===== src/design/ave_pkg.sv =====
// Shared types, step addresses and helpers for the attribute value byte encoder.
package ave_pkg;

    localparam int UPC_W = 3;

    localparam logic [1:0] MODE_SINT = 2'd0;
    localparam logic [1:0] MODE_UINT = 2'd1;
    localparam logic [1:0] MODE_STR  = 2'd2;
    localparam logic [1:0] MODE_RAW  = 2'd3;

    localparam logic [1:0] WCODE_1B = 2'd0;
    localparam logic [1:0] WCODE_2B = 2'd1;
    localparam logic [1:0] WCODE_4B = 2'd2;
    localparam logic [1:0] WCODE_8B = 2'd3;

    localparam logic [UPC_W-1:0] STEP_IDLE     = 3'd0;
    localparam logic [UPC_W-1:0] STEP_INT      = 3'd1;
    localparam logic [UPC_W-1:0] STEP_LEB_STR  = 3'd2;
    localparam logic [UPC_W-1:0] STEP_LEB_SIZE = 3'd3;
    localparam logic [UPC_W-1:0] STEP_LEB_OFF  = 3'd4;

    localparam logic [63:0] MAX_1B  = 64'h0000_0000_0000_00ff;
    localparam logic [63:0] MAX_2B  = 64'h0000_0000_0000_ffff;
    localparam logic [63:0] MAX_4B  = 64'h0000_0000_ffff_ffff;
    localparam logic [6:0]  LEB_LOW = 7'h7f;

    // Control word: one per microprogram step.
    typedef struct packed {
        logic             wait_in;      // step takes a new request
        logic             src_leb;      // emit LEB128 group, else integer byte
        logic             last_on_done; // mark final byte when the loop ends
        logic             load_off;     // swap in the heap offset when the loop ends
        logic [UPC_W-1:0] jump;         // next step when the loop ends
    } ucw_t;

    typedef struct packed {
        logic load;
        logic advance;
        logic src_leb;
        logic load_off;
    } dp_ctrl_t;

    typedef struct packed {
        logic       done;
        logic [7:0] data;
        logic [1:0] wcode;
    } dp_stat_t;

    function automatic logic [UPC_W-1:0] dispatch(input logic [1:0] mode);
        logic [UPC_W-1:0] step;
        case (mode)
            MODE_SINT: step = STEP_INT;
            MODE_UINT: step = STEP_INT;
            MODE_STR:  step = STEP_LEB_STR;
            MODE_RAW:  step = STEP_LEB_SIZE;
            default:   step = STEP_IDLE;
        endcase
        return step;
    endfunction

    function automatic logic [1:0] width_of(input logic [63:0] mag);
        logic [1:0] w;
        if (mag <= MAX_1B) begin
            w = WCODE_1B;
        end else if (mag <= MAX_2B) begin
            w = WCODE_2B;
        end else if (mag <= MAX_4B) begin
            w = WCODE_4B;
        end else begin
            w = WCODE_8B;
        end
        return w;
    endfunction

endpackage


===== src/design/ave_ucode_rom.sv =====
// Control store: the microprogram, one control word per step.
module ave_ucode_rom import ave_pkg::*; (
    input  logic [UPC_W-1:0] upc,
    output ucw_t             ucw
);

    always_comb begin
        case (upc)
            STEP_IDLE:     ucw = '{wait_in: 1'b1, src_leb: 1'b0, last_on_done: 1'b0,
                                   load_off: 1'b0, jump: STEP_IDLE};
            STEP_INT:      ucw = '{wait_in: 1'b0, src_leb: 1'b0, last_on_done: 1'b1,
                                   load_off: 1'b0, jump: STEP_IDLE};
            STEP_LEB_STR:  ucw = '{wait_in: 1'b0, src_leb: 1'b1, last_on_done: 1'b1,
                                   load_off: 1'b0, jump: STEP_IDLE};
            STEP_LEB_SIZE: ucw = '{wait_in: 1'b0, src_leb: 1'b1, last_on_done: 1'b0,
                                   load_off: 1'b1, jump: STEP_LEB_OFF};
            STEP_LEB_OFF:  ucw = '{wait_in: 1'b0, src_leb: 1'b1, last_on_done: 1'b1,
                                   load_off: 1'b0, jump: STEP_IDLE};
            default:       ucw = '{wait_in: 1'b1, src_leb: 1'b0, last_on_done: 1'b0,
                                   load_off: 1'b0, jump: STEP_IDLE};
        endcase
    end

endmodule


===== src/design/ave_datapath.sv =====
// Datapath: value shifter, heap offset holder, byte counter and width select.
module ave_datapath import ave_pkg::*; (
    input  logic        aclk,
    input  logic        aresetn,
    input  dp_ctrl_t    ctrl,
    input  logic [1:0]  mode,
    input  logic [63:0] value_in,
    input  logic [63:0] heap_offset,
    output dp_stat_t    stat
);

    logic [63:0] data_reg, data_next;
    logic [63:0] off_reg;
    logic [2:0]  cnt_reg, cnt_next;
    logic [1:0]  wcode_reg, wcode_next;

    logic [63:0] mag;
    logic [1:0]  wsel;
    logic [63:0] int_aligned;
    logic [2:0]  int_cnt;
    logic [56:0] leb_rest;
    logic        is_int;

    assign is_int   = (mode == MODE_SINT) || (mode == MODE_UINT);
    assign leb_rest = data_reg[63:7];

    always_comb begin
        if (mode == MODE_UINT) begin
            mag = value_in;
        end else if (!value_in[63]) begin
            mag = {value_in[62:0], 1'b0};
        end else begin
            mag = {~value_in[62:0], 1'b0};
        end
        wsel = width_of(mag);
        case (wsel)
            WCODE_1B: begin
                int_aligned = {value_in[7:0], 56'd0};
                int_cnt     = 3'd0;
            end
            WCODE_2B: begin
                int_aligned = {value_in[15:0], 48'd0};
                int_cnt     = 3'd1;
            end
            WCODE_4B: begin
                int_aligned = {value_in[31:0], 32'd0};
                int_cnt     = 3'd3;
            end
            default: begin
                int_aligned = value_in;
                int_cnt     = 3'd7;
            end
        endcase
    end

    always_comb begin
        stat.done  = ctrl.src_leb ? (leb_rest == 57'd0) : (cnt_reg == 3'd0);
        stat.data  = ctrl.src_leb ? {(leb_rest != 57'd0), data_reg[6:0] & LEB_LOW}
                                  : data_reg[63:56];
        stat.wcode = wcode_reg;
    end

    always_comb begin
        data_next  = data_reg;
        cnt_next   = cnt_reg;
        wcode_next = wcode_reg;
        if (ctrl.load) begin
            data_next  = is_int ? int_aligned : value_in;
            cnt_next   = is_int ? int_cnt : 3'd0;
            wcode_next = is_int ? wsel : WCODE_1B;
        end else if (ctrl.advance) begin
            if (ctrl.src_leb) begin
                if (stat.done && ctrl.load_off) begin
                    data_next = off_reg;
                end else begin
                    data_next = {7'd0, leb_rest};
                end
            end else begin
                data_next = {data_reg[55:0], 8'd0};
                cnt_next  = cnt_reg - 3'd1;
            end
        end
    end

    always_ff @(posedge aclk) begin
        if (!aresetn) begin
            cnt_reg   <= 3'd0;
            wcode_reg <= WCODE_1B;
        end else begin
            cnt_reg   <= cnt_next;
            wcode_reg <= wcode_next;
        end
        data_reg <= data_next;
        if (ctrl.load) begin
            off_reg <= heap_offset;
        end
    end

endmodule


===== src/design/attribute_value_byte_encoder.sv =====
// Top level: microprogram sequencer, result register and datapath hookup.
//
//  channel | ports                                      | direction
//  --------+--------------------------------------------+----------
//  request | s_valid s_ready s_mode s_value_in          | in
//          | s_heap_offset                              |
//  result  | m_valid m_ready m_out_byte m_last          | out
//          | m_width_code                               |
//
// A request is loaded in the idle step; the microprogram steps then issue its
// N bytes, N = 1..20.
// The single result register sets the pace: a step only issues a byte when that
// register is empty or being taken. A stalled result stalls the step counter.
// Synchronous active-low reset returns the step counter to idle and empties
// the result register.
module attribute_value_byte_encoder import ave_pkg::*; (
    input  logic        aclk,
    input  logic        aresetn,
    input  logic        s_valid,
    output logic        s_ready,
    input  logic [1:0]  s_mode,
    input  logic [63:0] s_value_in,
    input  logic [63:0] s_heap_offset,
    output logic        m_valid,
    input  logic        m_ready,
    output logic [7:0]  m_out_byte,
    output logic        m_last,
    output logic [1:0]  m_width_code
);

    logic [UPC_W-1:0] upc_reg, upc_next;
    logic             m_valid_reg, m_valid_next;
    logic [7:0]       m_byte_reg;
    logic             m_last_reg;
    logic [1:0]       m_wcode_reg;

    ucw_t     ucw;
    dp_ctrl_t dp_ctrl;
    dp_stat_t dp_stat;
    logic     accept;
    logic     out_free;
    logic     emit;

    ave_ucode_rom u_rom (
        .upc (upc_reg),
        .ucw (ucw)
    );

    ave_datapath u_dp (
        .aclk        (aclk),
        .aresetn     (aresetn),
        .ctrl        (dp_ctrl),
        .mode        (s_mode),
        .value_in    (s_value_in),
        .heap_offset (s_heap_offset),
        .stat        (dp_stat)
    );

    assign s_ready  = ucw.wait_in;
    assign accept   = s_valid && s_ready;
    assign out_free = !m_valid_reg || m_ready;
    assign emit     = !ucw.wait_in && out_free;

    assign dp_ctrl.load     = accept;
    assign dp_ctrl.advance  = emit;
    assign dp_ctrl.src_leb  = ucw.src_leb;
    assign dp_ctrl.load_off = ucw.load_off;

    always_comb begin
        upc_next     = upc_reg;
        m_valid_next = m_valid_reg && !m_ready;
        if (accept) begin
            upc_next = dispatch(s_mode);
        end else if (emit) begin
            m_valid_next = 1'b1;
            if (dp_stat.done) begin
                upc_next = ucw.jump;
            end
        end
    end

    always_ff @(posedge aclk) begin
        if (!aresetn) begin
            upc_reg     <= STEP_IDLE;
            m_valid_reg <= 1'b0;
        end else begin
            upc_reg     <= upc_next;
            m_valid_reg <= m_valid_next;
        end
        if (emit) begin
            m_byte_reg  <= dp_stat.data;
            m_last_reg  <= dp_stat.done && ucw.last_on_done;
            m_wcode_reg <= dp_stat.wcode;
        end
    end

    assign m_valid      = m_valid_reg;
    assign m_out_byte   = m_byte_reg;
    assign m_last       = m_last_reg;
    assign m_width_code = m_wcode_reg;

    a_busy_after_accept: assert property (@(posedge aclk) disable iff (!aresetn)
        accept |=> !s_ready)
        else $error("sequencer still idle after a request was taken");

    a_idle_after_last: assert property (@(posedge aclk) disable iff (!aresetn)
        (emit && dp_stat.done && ucw.last_on_done) |=> s_ready && m_valid && m_last)
        else $error("final byte issued without returning to idle");

    a_leb_width_zero: assert property (@(posedge aclk) disable iff (!aresetn)
        (emit && ucw.src_leb) |-> (dp_stat.wcode == WCODE_1B))
        else $error("LEB128 byte carries a nonzero width code");

    a_no_last_midway: assert property (@(posedge aclk) disable iff (!aresetn)
        (emit && !(dp_stat.done && ucw.last_on_done)) |=> !s_ready)
        else $error("sequencer went idle before the final byte");

endmodule


===== config.mk =====
export PLATFORM = sky130hd
export DESIGN_NAME = attribute_value_byte_encoder
export DESIGN_NICKNAME = d
export VERILOG_FILES = /design/src/design/ave_pkg.sv /design/src/design/ave_ucode_rom.sv /design/src/design/ave_datapath.sv /design/src/design/attribute_value_byte_encoder.sv
export SDC_FILE = /design/constraint.sdc
export NUM_CORES = 1
export LEC_CHECK = 0
export BUFFER_PORTS_ARGS = -buffer_cell sky130_fd_sc_hd__buf_4
export CORE_ASPECT_RATIO = 1.4
export CORE_MARGIN = 3
export CORE_UTILIZATION = 25
export DETAILED_ROUTE_END_ITERATION = 10
export SLEW_MARGIN = 10
export SYNTH_ARGS = -nofsm -noshare
export SYNTH_HDL_FRONTEND = slang
export SYNTH_SLANG_ARGS = --single-unit

===== constraint.sdc =====
create_clock -name aclk -period 6.98 [get_ports aclk]
set_clock_uncertainty 0.2 [all_clocks]
set_input_delay 0.349 -clock aclk [delete_from_list [all_inputs] [get_ports aclk]]
set_output_delay 0.349 -clock aclk [all_outputs]
set_load 0.02 [all_outputs]

==> out/results.txt <==
status: finished, final reports clean
Hold Slack: 17.4 ps
Post-Synth Simple-Gate Area: 0.132
Nets: 952
Syn Inst Count: 622
post-synthesis sequential area ratio: 0.595
total CTS buffers: 17
CP startpoint kind: flop
f_max: 276 MHz
asr flop ratio synth: 0
final instance area: 9960 um^2
Post-DRT Antenna Nets: 0
# diodes: 0
Final Max Tran Viols: 0
Pre-Repair DR Iteration Count: 6
first-pass GRT wire length: 40.1 mm
final worst slack: 3350 ps
Synth Net Count: 758
CP Class: reg2reg
pwr dens: 260 nW/um^2
pin count of the biggest net entering global routing: 73
synth warn: 0
most frequent CP cell: buf_4
endpoints failing setup: 0
vias in the first global route: 6434
most frequent cells in the layout: buf_4, edfxtp_1, dlygate4sd3_1, o21ai_0, a211oi_1
Rows: 73
mean area per synthesized cell: 11.8 um^2
flops & latches, synth: 148
DIE HEIGHT: 208 um
mux share of post-synthesis cell area: 0.00137
post-synthesis compound-gate area fraction: 0.232
Slew HR: 0.391
WL/cell: 23.3 um
Starting Density: 0.256
Non-Filler Instances: 1204
Worst-path clk slew: 70 ps
Leakage: 3.58 nW
initial antenna violation count: 0
Clock Sinks: 148
final hold vios: 0
slowest CP cell: nor2_4
Total Power Consumption: 2.59 mW
gpl congestion: 0.893
DP Cell Count: 1108
Post-Synth Adder-Cell Area: 0.00342
Syn Std Cell Area: 7320 um^2
Slew @ Worst Pin: 913 ps
pre-CTS setup slack: 3430 ps
largest family of logic cells by synthesized area: compound AO/OA/AOI/OAI gates
floorplan die width: 151 um
Final Util: 0.349
minimum clock period: 3630 ps
Hold Path Sink: upc_reg[1]$_SDFFE_PN0P_
Period Utilization, post-route: 0.520
H-tree levels: 4
Required @ worst endpoint: 6940 ps
Crit Reg-Reg Startpoint: upc_reg[0]$_SDFFE_PN0P_
DP Area: 8750 um^2
total core area: 28600 um^2
post-CTS setup buffer count: 0
max cap viols: 0
DRT iter0 DRCs: 805
CTS tree: yes
via count: 6564
DRC viols: 0
Setup TNS: 0 ps
Skew-Pair Late Insertion Delay: 440 ps
crit path DAT: 3580 ps
R2R Path End: u_dp.data_reg[59]$_DFFE_PP_
sequence of cells on the critical path: nor2_1, xor2_1, nand2_2, buf_4, nor2_4, buf_4, a221oi_2
EDFF count, synth: 139
CTS Buffer Depth: 2
max incr delay on CP: 640 ps
R2R Setup Slk: 3350 ps
most common library cell in the layout ignoring fill and taps: buf_4
area grow syn2layout: 36.1%
fraction of layout cells with a size suffix above 1: 0.252
RSZ-0062 raised after global routing: no
HP Class: in2reg
reg2reg path depth: 7
Post-Route WL: 28.1 mm
Crit path max-delay family: simple AND/OR/NAND/NOR gates
Root Buffer: clkbuf_16
gr usage total: 0.174
xor/xnor share of the synthesized area: 0.00120
CP Buf/Inv Count: 2
gr ovfl total: 0
Top Ports: 147
Total Die Area: 31400 um^2
dpl hpwl: 21.0 mm
crit end category: flop
dominant synthesized flop cell: edfxtp_1
post-synthesis cell type count: 54
CP max FO: 35
hold path startpoint: aresetn
Buffers on Ports: 146
DR vias/cell: 5.45
worst vdd ir: 155 uV
Hold Path Depth: 2
-- synthesized netlist by cell type (all sizes together) (14+ instances only) --
cell type	number	area (um^2)
clkbuf	28	105
o2bb2ai	30	263
a221o	16	160
nor2	40	171
a21oi	28	144
buf	14	104
nand4	16	115
nor4	21	131
a221oi	14	166
o21ai	55	275
edfxtp	139	4170
a211oi	56	430
nand2	54	205
-- worst max path at each step --
stage / startpoint / endpoint / depth (start not counted)
floorplan: upc_reg[0]$_SDFFE_PN0P_ / u_dp.cnt_reg[1]$_SDFFE_PN0P_ / 7
global placement: upc_reg[0]$_SDFFE_PN0P_ / u_dp.data_reg[61]$_DFFE_PP_ / 7
detailed placement: upc_reg[2]$_SDFFE_PN0P_ / u_dp.data_reg[38]$_DFFE_PP_ / 9
CTS: upc_reg[0]$_SDFFE_PN0P_ / u_dp.data_reg[61]$_DFFE_PP_ / 7
global route: upc_reg[0]$_SDFFE_PN0P_ / u_dp.data_reg[61]$_DFFE_PP_ / 7
finish: upc_reg[0]$_SDFFE_PN0P_ / u_dp.data_reg[59]$_DFFE_PP_ / 7
-- metal layers --
layer / wire length, um / GRT usage / share of wire
met2: 13700 / 0.291 / 0.49
met5: 0 / 0 / 0
met4: 1320 / 0.0754 / 0.047
met3: 2150 / 0.0331 / 0.077
met1: 11000 / 0.218 / 0.39
-- timing repair --
action	4_1_cts	5_1_grt
hold buffers	64	0
resized for setup	0	0
hold endpoints to repair	64	0
-- cell type report --
type	count	area, um^2
timing repair buffer	217	1790
inverter	13	48.8
sequential	148	4350
clock inverter	15	149
fill	2867	18600
tap	375	469
multi-input combinational	419	2730
clock buffer	17	425
-- logic make-up after synthesis --
logic type | count (synthesis)
adder cells (fa/ha/maj) | 2
flip-flops | 148
AND/OR/NAND/NOR | 184
XOR/XNOR | 1
buffers and inverters | 55
AO/OA/AOI/OAI | 231
multiplexers | 1
-- where the power goes --
group          total [mW]  switching (mW)  internal [mW]
clock               0.895           0.395          0.500
combinational       0.447           0.260          0.187
sequential           1.25           0.110           1.14
Note: power is estimated with default switching activity, not from simulation.
